[src/rtl/itoa_pkg.sv]
// Shared types and codes of the integer to ASCII formatter.
package itoa_pkg;

  localparam logic [2:0] KIND_SDEC   = 3'd0;
  localparam logic [2:0] KIND_UDEC   = 3'd1;
  localparam logic [2:0] KIND_HEX_LO = 3'd2;
  localparam logic [2:0] KIND_HEX_UP = 3'd3;
  localparam logic [2:0] KIND_PTR    = 3'd4;

  localparam logic [1:0] PRE_NONE  = 2'd0;
  localparam logic [1:0] PRE_MINUS = 2'd1;
  localparam logic [1:0] PRE_HEX   = 2'd2;
  localparam logic [1:0] PRE_NIL   = 2'd3;

  localparam int TEXT_MAX = 20;
  localparam int DIGITS   = 20;

  typedef struct packed {
    logic        dec;
    logic        upper;
    logic [1:0]  prefix;
    logic [63:0] mag;
  } job_t;

endpackage

[src/rtl/itoa_front.sv]
// Front end: accepts requests, classifies them and queues conversion jobs.
module itoa_front #(
  parameter int DEPTH = 2
) (
  input  logic               clk,
  input  logic               rst,
  input  logic               push,
  output logic               full,
  input  logic [2:0]         req_type,
  input  logic [63:0]        value,
  output logic               q_valid,
  output itoa_pkg::job_t     q_job,
  input  logic               q_pop
);

  localparam int PW = $clog2(DEPTH);
  localparam int CW = $clog2(DEPTH + 1);

  itoa_pkg::job_t mem [DEPTH];
  logic [PW-1:0]  wptr;
  logic [PW-1:0]  rptr;
  logic [CW-1:0]  count;
  itoa_pkg::job_t job;
  logic           known;
  logic           wr;
  logic           rd;

  always_comb begin
    job.dec    = 1'b0;
    job.upper  = 1'b0;
    job.prefix = itoa_pkg::PRE_NONE;
    job.mag    = value;
    known      = 1'b1;
    case (req_type)
      itoa_pkg::KIND_SDEC: begin
        job.dec = 1'b1;
        if (value[63]) begin
          job.prefix = itoa_pkg::PRE_MINUS;
          job.mag    = ~value + 64'd1;
        end
      end
      itoa_pkg::KIND_UDEC: begin
        job.dec = 1'b1;
        job.mag = {32'd0, value[31:0]};
      end
      itoa_pkg::KIND_HEX_LO: begin
      end
      itoa_pkg::KIND_HEX_UP: begin
        job.upper = 1'b1;
      end
      itoa_pkg::KIND_PTR: begin
        job.prefix = (value == 64'd0) ? itoa_pkg::PRE_NIL : itoa_pkg::PRE_HEX;
      end
      default: begin
        known = 1'b0;
      end
    endcase
  end

  assign full    = (count == CW'(DEPTH));
  assign wr      = push && !full && known;
  assign q_valid = (count != '0);
  assign rd      = q_pop && q_valid;
  assign q_job   = mem[rptr];

  always_ff @(posedge clk) begin
    if (wr) begin
      mem[wptr] <= job;
    end
  end

  always_ff @(posedge clk) begin
    if (rst) begin
      wptr  <= '0;
      rptr  <= '0;
      count <= '0;
    end else begin
      if (wr) begin
        wptr <= (wptr == PW'(DEPTH - 1)) ? '0 : wptr + PW'(1);
      end
      if (rd) begin
        rptr <= (rptr == PW'(DEPTH - 1)) ? '0 : rptr + PW'(1);
      end
      if (wr && !rd) begin
        count <= count + CW'(1);
      end else if (rd && !wr) begin
        count <= count - CW'(1);
      end
    end
  end

endmodule

[src/rtl/itoa_back.sv]
// Back end: binary to BCD conversion of decimal jobs, digit counting and character output.
module itoa_back (
  input  logic           clk,
  input  logic           rst,
  input  logic           q_valid,
  input  itoa_pkg::job_t q_job,
  output logic           q_pop,
  output logic           empty,
  input  logic           pop,
  output logic [7:0]     out_char,
  output logic           last,
  output logic [4:0]     text_length
);

  localparam logic [1:0] S_IDLE = 2'd0;
  localparam logic [1:0] S_CONV = 2'd1;
  localparam logic [1:0] S_SIZE = 2'd2;
  localparam logic [1:0] S_EMIT = 2'd3;

  logic [1:0]                          state;
  itoa_pkg::job_t                      job;
  logic [63:0]                         bin;
  logic [itoa_pkg::DIGITS-1:0][3:0]    digits;
  logic [itoa_pkg::DIGITS-1:0][3:0]    adj;
  logic [5:0]                          cnt;
  logic [4:0]                          tlen;
  logic [4:0]                          pos;
  logic [4:0]                          ndig;
  logic [2:0]                          npre;
  logic [4:0]                          didx;
  logic [3:0]                          nib;
  logic [7:0]                          ch;
  logic                                ov;
  logic                                fin;
  logic                                emit;

  function automatic logic [7:0] prefix_char(input logic [1:0] pre, input logic [2:0] p);
    logic [7:0] c;
    c = "-";
    case (pre)
      itoa_pkg::PRE_HEX: begin
        c = (p == 3'd0) ? "0" : "x";
      end
      itoa_pkg::PRE_NIL: begin
        case (p)
          3'd0:    c = "(";
          3'd1:    c = "n";
          3'd2:    c = "i";
          3'd3:    c = "l";
          default: c = ")";
        endcase
      end
      default: begin
        c = "-";
      end
    endcase
    return c;
  endfunction

  always_comb begin
    for (int i = 0; i < itoa_pkg::DIGITS; i++) begin
      adj[i] = (digits[i] >= 4'd5) ? digits[i] + 4'd3 : digits[i];
    end
  end

  always_comb begin
    ndig = 5'd1;
    for (int i = 1; i < itoa_pkg::DIGITS; i++) begin
      if (digits[i] != 4'd0) begin
        ndig = 5'(i + 1);
      end
    end
    if (job.prefix == itoa_pkg::PRE_NIL) begin
      ndig = 5'd0;
    end
    case (job.prefix)
      itoa_pkg::PRE_MINUS: npre = 3'd1;
      itoa_pkg::PRE_HEX:   npre = 3'd2;
      itoa_pkg::PRE_NIL:   npre = 3'd5;
      default:             npre = 3'd0;
    endcase
  end

  always_comb begin
    didx = tlen - 5'd1 - pos;
    nib  = digits[didx];
    if (pos < {2'b00, npre}) begin
      ch = prefix_char(job.prefix, pos[2:0]);
    end else if (nib < 4'd10) begin
      ch = 8'h30 + {4'd0, nib};
    end else begin
      ch = (job.upper ? 8'h41 : 8'h61) + {4'd0, nib} - 8'd10;
    end
  end

  assign fin   = (pos == tlen - 5'd1);
  assign emit  = (state == S_EMIT) && (!ov || pop);
  assign q_pop = (state == S_IDLE) && q_valid;
  assign empty = !ov;

  always_ff @(posedge clk) begin
    case (state)
      S_IDLE: begin
        if (q_valid) begin
          job <= q_job;
          bin <= q_job.mag;
          cnt <= '0;
          if (q_job.dec) begin
            digits <= '0;
          end else begin
            digits <= {16'd0, q_job.mag};
          end
        end
      end
      S_CONV: begin
        {digits, bin} <= {adj, bin} << 1;
        cnt           <= cnt + 6'd1;
      end
      S_SIZE: begin
        tlen <= {2'b00, npre} + ndig;
        pos  <= '0;
      end
      default: begin
        if (emit) begin
          pos <= pos + 5'd1;
        end
      end
    endcase
    if (emit) begin
      out_char    <= ch;
      last        <= fin;
      text_length <= fin ? tlen : 5'd0;
    end
  end

  always_ff @(posedge clk) begin
    if (rst) begin
      state <= S_IDLE;
      ov    <= 1'b0;
    end else begin
      if (emit) begin
        ov <= 1'b1;
      end else if (pop) begin
        ov <= 1'b0;
      end
      case (state)
        S_IDLE: begin
          if (q_valid) begin
            state <= q_job.dec ? S_CONV : S_SIZE;
          end
        end
        S_CONV: begin
          if (cnt == 6'd63) begin
            state <= S_SIZE;
          end
        end
        S_SIZE: begin
          state <= S_EMIT;
        end
        default: begin
          if (emit && fin) begin
            state <= S_IDLE;
          end
        end
      endcase
    end
  end

endmodule

[src/rtl/integer_to_ascii_formatter_unit.sv]
// Top level of the integer to ASCII formatter.
// Requests enter through push and full: a request carries req_type and value
// and is taken at a clock edge where push is high and full is low. Kinds five
// to seven are taken and dropped without any output.
// Characters leave through empty and pop, most significant digit first; the
// character on out_char is taken at an edge where pop is high and empty is low.
// The final character of a text carries last and the text length.
// Decimal kinds pass through the shift and add-3 BCD converter, one bit per
// cycle, before the text is sized and emitted; hex and pointer kinds skip it
// and go straight from the queue to sizing. Characters then follow one per
// cycle while pop stays high. The converter takes the next job from the queue
// only after the final character of the current text has been emitted.
// A small request queue lets new requests in while a conversion runs.
// If the receiver stops popping, the character register holds and the
// converter waits; once the queue fills, full rises.
// Reset empties the queue and the output and returns the converter to idle.
module integer_to_ascii_formatter_unit #(
  parameter int QUEUE_DEPTH = 2
) (
  input  logic        clk,
  input  logic        rst,
  input  logic        push,
  output logic        full,
  input  logic [2:0]  req_type,
  input  logic [63:0] value,
  output logic        empty,
  input  logic        pop,
  output logic [7:0]  out_char,
  output logic        last,
  output logic [4:0]  text_length
);

  logic           q_valid;
  logic           q_pop;
  itoa_pkg::job_t q_job;

  itoa_front #(
    .DEPTH(QUEUE_DEPTH)
  ) u_front (
    .clk      (clk),
    .rst      (rst),
    .push     (push),
    .full     (full),
    .req_type (req_type),
    .value    (value),
    .q_valid  (q_valid),
    .q_job    (q_job),
    .q_pop    (q_pop)
  );

  itoa_back u_back (
    .clk         (clk),
    .rst         (rst),
    .q_valid     (q_valid),
    .q_job       (q_job),
    .q_pop       (q_pop),
    .empty       (empty),
    .pop         (pop),
    .out_char    (out_char),
    .last        (last),
    .text_length (text_length)
  );

`ifndef NO_ASSERTIONS
  a_last_len: assert property (@(posedge clk) disable iff (rst)
    (!empty && last) |->
      (text_length != 5'd0 && text_length <= 5'(itoa_pkg::TEXT_MAX)))
    else $error("final character without a valid length");
  a_mid_len: assert property (@(posedge clk) disable iff (rst)
    (!empty && !last) |-> (text_length == 5'd0))
    else $error("length shown before the final character");
  a_qpop: assert property (@(posedge clk) disable iff (rst)
    q_pop |-> q_valid)
    else $error("job taken from an empty queue");
  a_reset: assert property (@(posedge clk)
    rst |=> (empty && !full))
    else $error("reset did not clear the queues");
`endif

endmodule
[config.mk]
export PLATFORM = sky130hd
export DESIGN_NAME = integer_to_ascii_formatter_unit
export DESIGN_NICKNAME = d
export VERILOG_FILES = /design/src/rtl/itoa_pkg.sv /design/src/rtl/itoa_front.sv /design/src/rtl/itoa_back.sv /design/src/rtl/integer_to_ascii_formatter_unit.sv
export SDC_FILE = /design/constraint.sdc
export NUM_CORES = 1
export LEC_CHECK = 0
export BUFFER_PORTS_ARGS = -buffer_cell sky130_fd_sc_hd__buf_4
export CORE_MARGIN = 3
export CORE_UTILIZATION = 67
export DETAILED_ROUTE_END_ITERATION = 7
export PLACE_DENSITY = 0.95
export SYNTH_ARGS = -nofsm -noshare
export SYNTH_HDL_FRONTEND = slang
export SYNTH_HIERARCHICAL = 1
export SYNTH_SLANG_ARGS = --single-unit
export TNS_END_PERCENT = 50
[constraint.sdc]
create_clock -name clk -period 11.35 [get_ports clk]
set_input_delay 0.5675 -clock clk [delete_from_list [all_inputs] [get_ports clk]]
set_output_delay 0.5675 -clock clk [all_outputs]
set_load 0.005 [all_outputs]
; ---- Yosys cells after proc, flatten, opt, wreduce, memory -nomap -nowiden
; Memory sizes are Yosys's and may differ from the RTL's. A register that Yosys moved wholly into a read port is not among the register bits.
; Cells that the tools add are included.
[classes]
addsub = 33
n_lt_le_gt_ge = 23
eq_ne = 18
mux = 80
bitwise_logic = 2
n_reduce_logical = 49
[ops]
columns = cell, n
row1 = case mux 64 bit (2 select lines), 2
row2 = case mux 80 bit (2 select lines), 1
row3 = 2-to-1 mux 64 bit, 2
row4 = 2-to-1 mux 4 bit, 28
row5 = greater-or-equal comparator 4 x 3 -> 1 bit (second input constant), 20
row6 = 2-to-1 mux 80 bit, 1
row7 = nonzero test 4 bit, 20
row8 = adder 4 x 2 -> 4 bit (second input constant), 19
row9 = 2-to-1 mux 65 bit, 1
row10 = adder 64 x 1 -> 64 bit (second input constant), 1
row11 = logical NOT 64 bit, 1
row12 = NOT 64 bit, 1
row13 = 2-to-1 mux 5 bit, 7
row14 = case mux 7 bit (4 select lines), 1
row15 = binary-select mux 4 bit (select 5 bit), 1
row16 = 2-to-1 mux 2 bit, 8
row17 = 2-to-1 mux 8 bit, 2
row18 = case mux 8 bit (2 select lines), 1
row19 = 2-to-1 mux 3 bit, 5
row20 = equality test 3 x 2 -> 1 bit (second input constant), 4
row21 = 2-to-1 mux 1 bit, 12
row22 = 2-to-1 mux 6 bit, 2
row23 = case mux 6 bit (2 select lines), 1
row24 = equality test 2 bit (second input constant), 5
row25 = 37 further kinds, 59
[word_totals]
ff_bits = 184
mem_bits_rw = 136
out_inout_bits = 16
elab_cells = 240
memories = 1
[mem_list]
columns = memory, words, width, rd, rd_ports_with_merged_regs, write_ports, line_no
row1 = u_front.mem, 2, 68, 1, 1, 1, itoa_front.sv:19  ; itoa_pkg::job_t mem [DEPTH];

; ---- Logic depth before layout (Yosys ltp)
; Gate-level depths: netlist of the first run.
[logic_depth]
depth_word = 22
mapped_depth = 15
depth_no_buf = 15

; ---- Cells and area by module
; Netlist of the first run, hierarchy kept.
[by_module_without_submodules]
columns = module, instances, cells_per_inst, area_each_um2, seq_area_each_um2
row1 = itoa_back, 1, 1018, 10560.1, 5345.1
row2 = itoa_front, 1, 508, 6806.5, 4184.0

; ---- Worst setup path before layout of the first run
; OpenSTA, ideal clock, no wires.
[synth_path]
kind = register to register
startpoint = reg u_back.state[1]
endpoint = reg u_back.bin[0], enable pin
setup_ns = 0.508
arrival_ns = 4.137
t_required_ns = 10.842
setup_slack_ns = 6.704
stages_incl_launch_ff = 6
path_buffers = 2
synth_period_minus_slack_ns = 4.646
path_cell_list = dfxtp_1 -> inv_1 -> ha_1 -> clkbuf_1 -> clkbuf_1 -> a21o_1
[synth_via]
elab_chain_cells = 3
[synth_rtl]
columns = element, line_no
row1 = "start, declared", itoa_back.sv:20  ; logic [1:0] state;
row2 = "start signal, assigned", itoa_back.sv:149  ; state <= q_job.dec ? S_CONV : S_SIZE;
row3 = equality test 2 x 1 -> 1 bit or logical NOT 2 bit (tied branches), itoa_back.sv:102  ; case (state)
row4 = nonzero test 2 bit (no line) or inequality test 2 x 1 -> 1 bit (tied branches), n/a
row5 = AND reduction 2 bit (no line) *, n/a
row6 = "end signal, assigned", itoa_back.sv:106  ; bin <= q_job.mag;
row7 = "end signal, assigned", itoa_back.sv:116  ; {digits, bin} <= {adj, bin} << 1;
row8 = "end, declared", itoa_back.sv:22  ; logic [63:0] bin;
; Every way passes the cells marked *; elsewhere a longest branch is shown, timed or not.
; A chain may end at the register's enable or synchronous reset.

; ---- Worst setup path in the final report of the first run
[layout_path]
startpoint = reg u_back.tlen[0]
endpoint = reg u_back.out_char[6], data pin
[layout_via]
elab_chain_cells = 8
[layout_rtl]
columns = element, line_no
row1 = "start, declared", itoa_back.sv:26  ; logic [4:0] tlen;
row2 = "start signal, assigned", itoa_back.sv:120  ; tlen <= {2'b00, npre} + ndig;
row3 = subtractor 5 x 1 -> 5 bit *, itoa_back.sv:85  ; didx = tlen - 5'd1 - pos;
row4 = subtractor 5 bit *, itoa_back.sv:85
row5 = binary-select mux 4 bit (select 5 bit) *, itoa_back.sv:86  ; nib = digits[didx];
row6 = 2-to-1 mux 4 bit (implied by the code) *, itoa_back.sv:86
row7 = adder 8 x 4 -> 8 bit, itoa_back.sv:92  ; ch = (job.upper ? 8'h41 : 8'h61) + {4'd0, nib} - 8'd10;
row8 = subtractor 8 x 4 -> 8 bit, itoa_back.sv:92
row9 = 2-to-1 mux 8 bit *, itoa_back.sv:89  ; end else if (nib < 4'd10) begin
row10 = 2-to-1 mux 8 bit *, itoa_back.sv:87  ; if (pos < {2'b00, npre}) begin
row11 = named net u_back.ch[6], itoa_back.sv:32  ; logic [7:0] ch;
row12 = "end signal, assigned", itoa_back.sv:130  ; out_char <= ch;
row13 = "end, declared", itoa_back.sv:10  ; output logic [7:0] out_char,
; The timed path passes the listed nets; every way through them passes the cells marked *. The select of a mux whose other input is x is not followed.

==> summary.md, run 1 <==
| Metric | Value |
|---|---|
| DRT Pass-1 Iters | 8 |
| Die Footprint | 27890 um2 |
| Most area-consuming cells after synthesis | edfxtp_1, nand2_1, ha_1, mux2_2, a21oi_1 |
| Final #Nets | 1735 |
| Top Layer Used | met4 |
| Final wirelength | 46.22 mm |
| Worst hold path type | primary input to register |
| Area Growth Syn to Fin | 11.71% |
| Fin. max-slew vios | 0 |
| First-pass GRT wire length | 71.09 mm |
| Inserted Clock Buffers | 34 |
| Leak Pwr | 0.007225 uW |
| Multi-input gate area | 7378 um2 |
| Arr. time, crit path | 4300 ps |
| Worst slew pin tran | 1212 ps |
| Gate Count Post-Synth | 1526 |
| Num rows | 58 |
| Async S/R FF share, synth | 0% |
| Final Wtd Congestion | 0.9392 |
| Setup Total Neg Slack | 0 ps |
| Clock slew at reported path FFs | 70 ps |
| Max VDD drop | 0.1821 mV |
| Fill count | 1382 |
| TritonCTS clock tree | yes |
| Final core utilization | 76.60% |
| Final hold violations | 0 |
| Fraction of the cycle the final worst path needs | 35.75% |
| Drt wl/cell | 23.65 um |
| Fin crit period | 4057 ps |
| Clock sinks | 320 |
| Startpoint types | register |
| Worst setup path class | register to register |
| Power density cells | 287.9 nW/um2 |
| Initial Util | 68.57% |
| Final HPWL DP | 29.19 mm |
| Post-synth EDFFs | 312 |
| Worst slack at placement | 7393 ps |
| Port Buf Inserts | 85 |
| ANT nets after route | 0 |
| Register bit count reported by yosys | 320 |
| RSZ-0062 raised after global routing | false |
| Met1 WL | 16.32 mm |
| Max-capacitance violation count | 0 |
| Die width | 167 um |
| Grt ovf | 0 |
| DRC viols | 0 |
| Register Area | 9530 um2 |
| I/O Pins | 87 |
| WL met3 | 5.356 mm |
| Worst setup path endpoint | u_back/out_char[6] |
| Top-count cell post-synth | edfxtp_1 |
| CP Capture Type | register |
| CP required | 11590 ps |
| Post-CTS Hold Fix Bufs | 0 |
| Commonest cells in the netlist | edfxtp_1, nand2_1, nor2_1, a21oi_1, inv_1 |
| Netlist cell types | 73 |
| Reg2Reg Launch Point | u_back/tlen[0] |
| Worst Setup SP | u_back/tlen[0] |
| Worst slew margin | 19.20% |
| CTS Buffer Depth | 3 |
| Core outline area | 25330 um2 |
| H-tree levels | 2 |
| Worst Reg-to-Reg Cells | 11 |
| Met2 wire length | 22.22 mm |
| Post-synthesis average cell area | 11.38 um2 |
| Mapped cell area | 17370 um2 |
| Post-CTS resize count | 0 |
| Area fraction of the dominant cell type after synthesis | 53.95% |
| Reg2Reg Setup Slack | 7290 ps |
| Number of antenna diodes | 0 |
| Synth Warn # | 6 |
| Yosys top cell by area | edfxtp_1 |
| Setup Fix Bufs, Post-CTS | 0 |
| Vias in the first global route | 13060 |
| Post-synthesis sequential area ratio | 54.87% |
| Routed vias | 13380 |
| Die height | 167 um |
| Post-Route Skew | 38.27 ps |
| Run status | completed |
| Vias per std cell | 6.847 |
| CP Max Fanout | 20 |
| Max Clk Rate | 246.5 MHz |
| Initial antenna violation count | 0 |
| Clock Latency Late Sink | 560 ps |
| Synth Flop Type | edfxtp_1 |
| FF-to-FF End | u_back/out_char[6] |
| Global Route Usage Sum | 32.16% |
| Post-Syn Nets | 1662 |
| Clock root buffer | clkbuf_16 |
| Drt initial violations | 2013 |
| Largest net degree at the start of global routing | 101 |
| Final setup violation count | 0 |
| Final worst slack | 7293 ps |
| Fraction of layout cells with a size suffix above 1 | 16.19% |
## critical path, cell delays in order, from the launching register on
cell      delay [ps]
edfxtp_1         380
inv_1             70
ha_1             330
fa_1            1160
mux4_2           430
mux2i_1          220
nand3_1          150
a32oi_1          420
ha_1             280
and2_1           140
o21a_1           110
o32ai_1           70
## report_power, final
group          internal [uW]  leakage [uW]  switching (uW)  total (uW)
Combinational            894       0.00369            1370        2260
Clock                    611      0.000539             483        1090
Sequential              1880       0.00299             348        2230
Total                   3390       0.00723            2200        5590
## stage by stage
stage                     hold WS, ps  cell area [um2]  total power [uW]  std cells
final                           236.6            19400              5585       1954
after global routing            240.5            19400              5819       1954
after CTS                       230.8            19400              5501       1954
after detailed placement        496.2            18300              4325       1893
after global placement          476.2            18300              4161       1893
after floorplan                 455.8            17370              3759       1526
## layout make-up
class	instances	area share [%]
flip-flops and latches	320	49.13
multi-input cells	1078	38.03
clock buffers	47	4.792
repair buffers	95	3.676
well taps	330	2.128
inverters	70	1.367
clock inverters	14	0.8771
## sequential cells by signal (all words and copies together), names as in the netlist, named ones only
name	flops
u_back/bin	64
u_front/count	2
u_front/rptr	1
u_back/cnt	6
u_back/ov	1
u_front/wptr	1
u_back/tlen	5
u_back/job	3
u_back/out_char	7
u_front/mem	136
u_back/last	1
u_back/state	2
u_back/text_length	5
u_back/pos	5
u_back/digits	80
## metal layers
layer	GRT usage [%]	up-vias
met2	53.47	1055
met5	0	-
met3	7.429	205
li1	-	5733
met4	13.99	0
met1	40.79	6386
## kinds of logic (layout without fill, tap and decap cells)
family          Yosys count  after routing  synth area share, %
simple gates            525            525                14.18
flops                   320            320                54.87
compound gates          276            276                9.625
buf+inv                 128            226                2.860
mux                     127            127                9.395
xor+xnor                 84             84                4.280
fa+ha+maj                65             65                4.769
other cells               1              1              0.02159
## worst min-delay path by stage
stage                           startpoint                end  slack, ps  cells after the start
after floorplan           u_front/count[1]   u_front/count[1]        460                      2
after CTS                         value[0]  u_front/mem[0][0]        230                      1
after detailed placement  u_front/count[1]   u_front/count[1]        500                      2
final                             value[0]  u_front/mem[1][0]        240                      1
after global placement    u_front/count[1]   u_front/count[1]        480                      2
after global routing              value[0]  u_front/mem[1][0]        240                      1
## cells in the final DEF (no fill, tap or decap), types with 5 or more instances in the layout
cell       synthesis  routed
mux4_2            19      19
clkinv_2           0       8
o32ai_1           16      16
inv_1             70      69
and2_1             7       7
nor3b_1           27      27
a31oi_1           13      13
nor3_1            23      23
xnor2_1           42      42
o21ai_0           44      44
nor4_2             5       5
mux2_2            69      69
mux2i_1           36      36
clkbuf_16          0      34
dfxtp_1            8       7
a21oi_1          107     107
a21o_1             7       6
nor2_1           109     107
o31ai_1            8       8
xor2_1            41      41
o21a_1             5       5
clkbuf_1          46      10
nand2b_1          23      23
nand2_1          265     265
nand3_1           14      14
edfxtp_1         312     312
o22ai_1           48      48
nand3b_1           7       7
buf_4              2      95
nor4_1            12      12
ha_1              63      62
o211ai_1           5       5
(Power assumes the default switching activity.)
==> inputs of run 2 (changes only) <==
Settings changed: ABC_AREA set to 1, CORE_UTILIZATION 67 to 62, PLACE_DENSITY 0.95 to 0.89.
Clock period 11.35 ns to 4.2 ns, I/O delays scaled along.
==> run 2 against run 1 <==
  * Design area grew 5.5%
  * Via count increased by 15%
  * Combinational power rose to 2.7 times the previous value
  * Critical endpoint is now u_back/out_char[1]
  * Highest routed layer is now met5
==> summary.md, run 2 <==
| Metric | Value |
|---|---|
| Commonest non-fill, non-tap cell in the layout | nand2_1 |
| Setup Total Neg Slack | 0 ps (unchanged) |
| Post-CTS resize count | 0 (unchanged) |
| Reg2Reg Setup Slack | 850 ps (-6440 ps) |
| Fraction of layout cells with a size suffix above 1 | 11.91% (-4.3 points) |
| CP max-delay cell | fa_1 |
| Max reg flops | 136 (unchanged) |
| Largest regs | u_front/mem (136), u_back/digits (80), u_back/bin (64) |
| Die width | 178.4 um (+6.8%) |
| Fin. max-slew vios | 0 (unchanged) |
| Num rows | 62 (+6.9%) |
| Post-synthesis sequential area ratio | 51.72% (-3.1 points) |
| Leak Pwr | 0.008453 uW (+17%) |
| Clock sinks | 320 (unchanged) |
| First-pass GRT wire length | 77.25 mm (+8.7%) |
| Die height | 178.4 um (+6.8%) |
| Worst slew margin | 37.84% (+19 points) |
| Max VDD drop | 0.4330 mV (+140%) |
| Largest Register | u_front/mem |
| Psw | 5956 uW (+170%) |
| CP Capture Type | register |
| Grt ovf | 0 (unchanged) |
| Number of cells on the worst hold path | 2 (+1) |
| Post-Syn Nets | 2185 (+31%) |
| Global Route Usage Sum | 30.66% (-1.5 points) |
| Routed vias | 15340 (+15%) |
| Area Growth Syn to Fin | 11.09% |
| Core outline area | 29010 um2 (+15%) |
| Clock Latency Late Sink | 560 ps (about the same) |
| TritonCTS clock tree | yes |
| Final setup violation count | 0 (unchanged) |
| Final core utilization | 70.55% (-6.1 points) |
| Largest net degree at the start of global routing | 78 (-23%) |
| CP Max Fanout | 32 (+60%) |
| Most used routing layer | met2 |
| Met3 Use GR | 5.151% (-2.3 points) |
| Internal power | 8429 uW (+150%) |
| Fin crit period | 3352 ps (-705.1 ps) |
| Worst Hold Endpoint | u_front/mem[1][6] |
| Clock slew at reported path FFs | 60 ps (about the same) |
| Arr. time, crit path | 3740 ps (-560 ps) |
| CTS Buffer Depth | 3 (unchanged) |
| DRC viols | 0 (unchanged) |
| Final #Nets | 2263 (+30%) |
| Yosys top cell by area | edfxtp_1 |
| Inserted Clock Buffers | 31 (-8.8%) |
| H-tree levels | 1 (-1) |
| Register bit count reported by yosys | 320 (unchanged) |
| Port Buf Inserts | 85 (unchanged) |
| Total power | 14390 uW (+160%) |
| Vias per std cell | 6.053 (-12%) |
| Gate Count Post-Synth | 2049 (+34%) |
| CP required | 4590 ps (-7000 ps) |
| Max-capacitance violation count | 0 (unchanged) |
| Final Wtd Congestion | 0.9611 (+2.3%) |
| Most area-consuming cells after synthesis | edfxtp_1, nand2_1, inv_1, o21ai_0, nor2_1 |
| Final HPWL DP | 34.31 mm (+18%) |
| Mapped cell area | 18420 um2 (+6.1%) |
| Commonest cells in the netlist | nand2_1, edfxtp_1, inv_1, nor2_1, o21ai_0 |
| Worst Setup SP | u_back/tlen[0] |
| Hold_ws | 10.77 ps (-225.9 ps) |
| Worst path bufs/invs | 2 (+1) |
| Die Footprint | 31820 um2 (+14%) |
| Post-Route Skew | 12.34 ps (-25.93 ps) |
| Fraction of the cycle the final worst path needs | 79.81% (+44 points) |
| Vias in the first global route | 14930 (+14%) |
| Reg2Reg Launch Point | u_back/tlen[0] |
| Number of antenna diodes | 0 (unchanged) |
| I/O Pins | 87 (unchanged) |
| Power density cells | 702.9 nW/um2 (+140%) |
| RSZ-0062 raised after global routing | false |
| Grt met2 use | 52.53% (-0.95 points) |
| Slowest Stage Delay on Critical Path | 510 ps (-650 ps) |
| Met1 Use GR | 39.05% (-1.7 points) |
| Synth Warn # | 6 (unchanged) |
| Worst slew pin tran | 932.4 ps (-279.5 ps) |
| Post-synthesis average cell area | 8.992 um2 (-21%) |
| Top-count cell post-synth | nand2_1 |
| Async S/R FF share, synth | 0% (unchanged) |
| DRT Pass-1 Iters | 8 (unchanged) |
| Comb power frac | 42.3% (+1.8 points) |
| Synth Flop Type | edfxtp_1 |
| Max Clk Rate | 298.3 MHz (+21%) |
| Final hold violations | 0 (unchanged) |
| Most frequent cells in the layout | nand2_1, edfxtp_1, inv_1, nor2_1, o21ai_0 |
| Delay-heaviest family, CP | adder cells |
| Setup Fix Bufs, Post-CTS | 0 (unchanged) |
| Area fraction of the dominant cell type after synthesis | 50.85% (-3.1 points) |
| Startpoint types | register |
| Post-synth EDFFs | 312 (unchanged) |
| Worst Reg-to-Reg Cells | 14 (+3) |
| Power share of the sequential group | 39.3% (-0.7 points) |
| FF-to-FF End | u_back/out_char[1] |
| Fraction of power spent switching nets | 41.40% (+2.1 points) |
| Final wirelength | 49.20 mm (+6.4%) |
| Initial Util | 63.50% (-5.1 points) |
| Worst Min Path Start | value[6] |
| Clk pwr share | 18.4% (-1.2 points) |
| Worst setup path class | register to register |
| ANT nets after route | 0 (unchanged) |
| Worst hold path type | primary input to register |
| Drt initial violations | 1739 (-14%) |
| Clock root buffer | clkbuf_16 |
| Post-CTS Hold Fix Bufs | 8 (+8) |
| Netlist cell types | 55 (-25%) |
| Crit-path cells | inv_1 > ha_1 > fa_1 > inv_2 > a21oi_1 > o21ai_0 > o21ai_0 > nand2_1 > nand3_1 > a31o_2 > ha_1 > o21ai_0 > nand2_1 > o31ai_1 |
| Most Frequent Cell on Critical Path | o21ai_0 |
| Drt wl/cell | 19.41 um (-18%) |
| Initial antenna violation count | 1 (+1) |
| Run status | completed |
## run 2: cell count changes after synthesis, moves of 30 or more
cell / before / now
nand2_1: 265 / 500
inv_1: 70 / 242
o21ai_0: 44 / 178
nor2_1: 109 / 224
nand3_1: 14 / 101
mux2i_1: 36 / 0
o22ai_1: 48 / 18
## run 2: layout make-up
type                            instances  area, um2
Clock buffer                           39      805.8
Timing Repair Buffer                  110      883.3
Multi-Input combinational cell       1408       7666
Tap cell                              384      480.5
Clock inverter                         17      140.1
Sequential cell                       320       9530
Inverter                              256      960.9
Fill cell                            2041       8546
## run 2: logic make-up (layout without fill, tap and decap cells)
kind of cell | count (synthesis) | in the layout | share of synthesized area (%)
AO/OA/AOI/OAI | 345 | 345 | 10.59
XOR/XNOR | 59 | 59 | 2.927
adder cells (fa/ha/maj) | 65 | 65 | 4.496
buffers and inverters | 321 | 422 | 6.879
flip-flops | 320 | 320 | 51.72
multiplexers | 68 | 68 | 4.156
other | 1 | 1 | 0.02035
AND/OR/NAND/NOR | 870 | 870 | 19.21
## run 2: through the flow
step	setup slack, ps	area, um2	instances
floorplan	33.38	18440	2049
global placement	1129	19440	2470
detailed placement	958.1	19440	2470
CTS	895.7	20470	2534
global route	583.1	20470	2534
finish	847.9	20470	2534
## run 2: metal layers
metal | vias up | part of all wire (%) | wire length (um)
met5 | - | 0.026 | 13
met3 | 165 | 9.2 | 4540
met1 | 7184 | 38 | 18500
li1 | 7041 | - | -
met2 | 947 | 49 | 24110
met4 | 2 | 4.1 | 2027
## run 2: worst max-delay path by stage
stage | slack, ps | cells after the start | endpoint
CTS | 900 | 16 | u_back/out_char[1]
finish | 850 | 14 | u_back/out_char[1]
detailed placement | 960 | 16 | u_back/out_char[1]
global placement | 1130 | 13 | u_back/out_char[2]
global route | 580 | 16 | u_back/out_char[1]
floorplan | 30 | 5 | u_front/mem[1][0]
## run 2: worst register-to-register path, cell delays in order (launching register included)
cell and delay (ps):
edfxtp_1 420, inv_1 130, ha_1 270, fa_1 510
inv_2 400, a21oi_1 100, o21ai_0 120, o21ai_0 150
nand2_1 90, nand3_1 100, a31o_2 280, ha_1 270
o21ai_0 200, nand2_1 90, o31ai_1 70
## run 2: power groups by stage
stage                     combinational, uW  clock, uW  sequential (uW)
after floorplan                        4250          0             5520
after global placement                 5480          0             5580
after detailed placement               5800          0             5660
after CTS                              5950       2660             5620
after global routing                   6710       2780             5740
final                                  6080       2650             5650
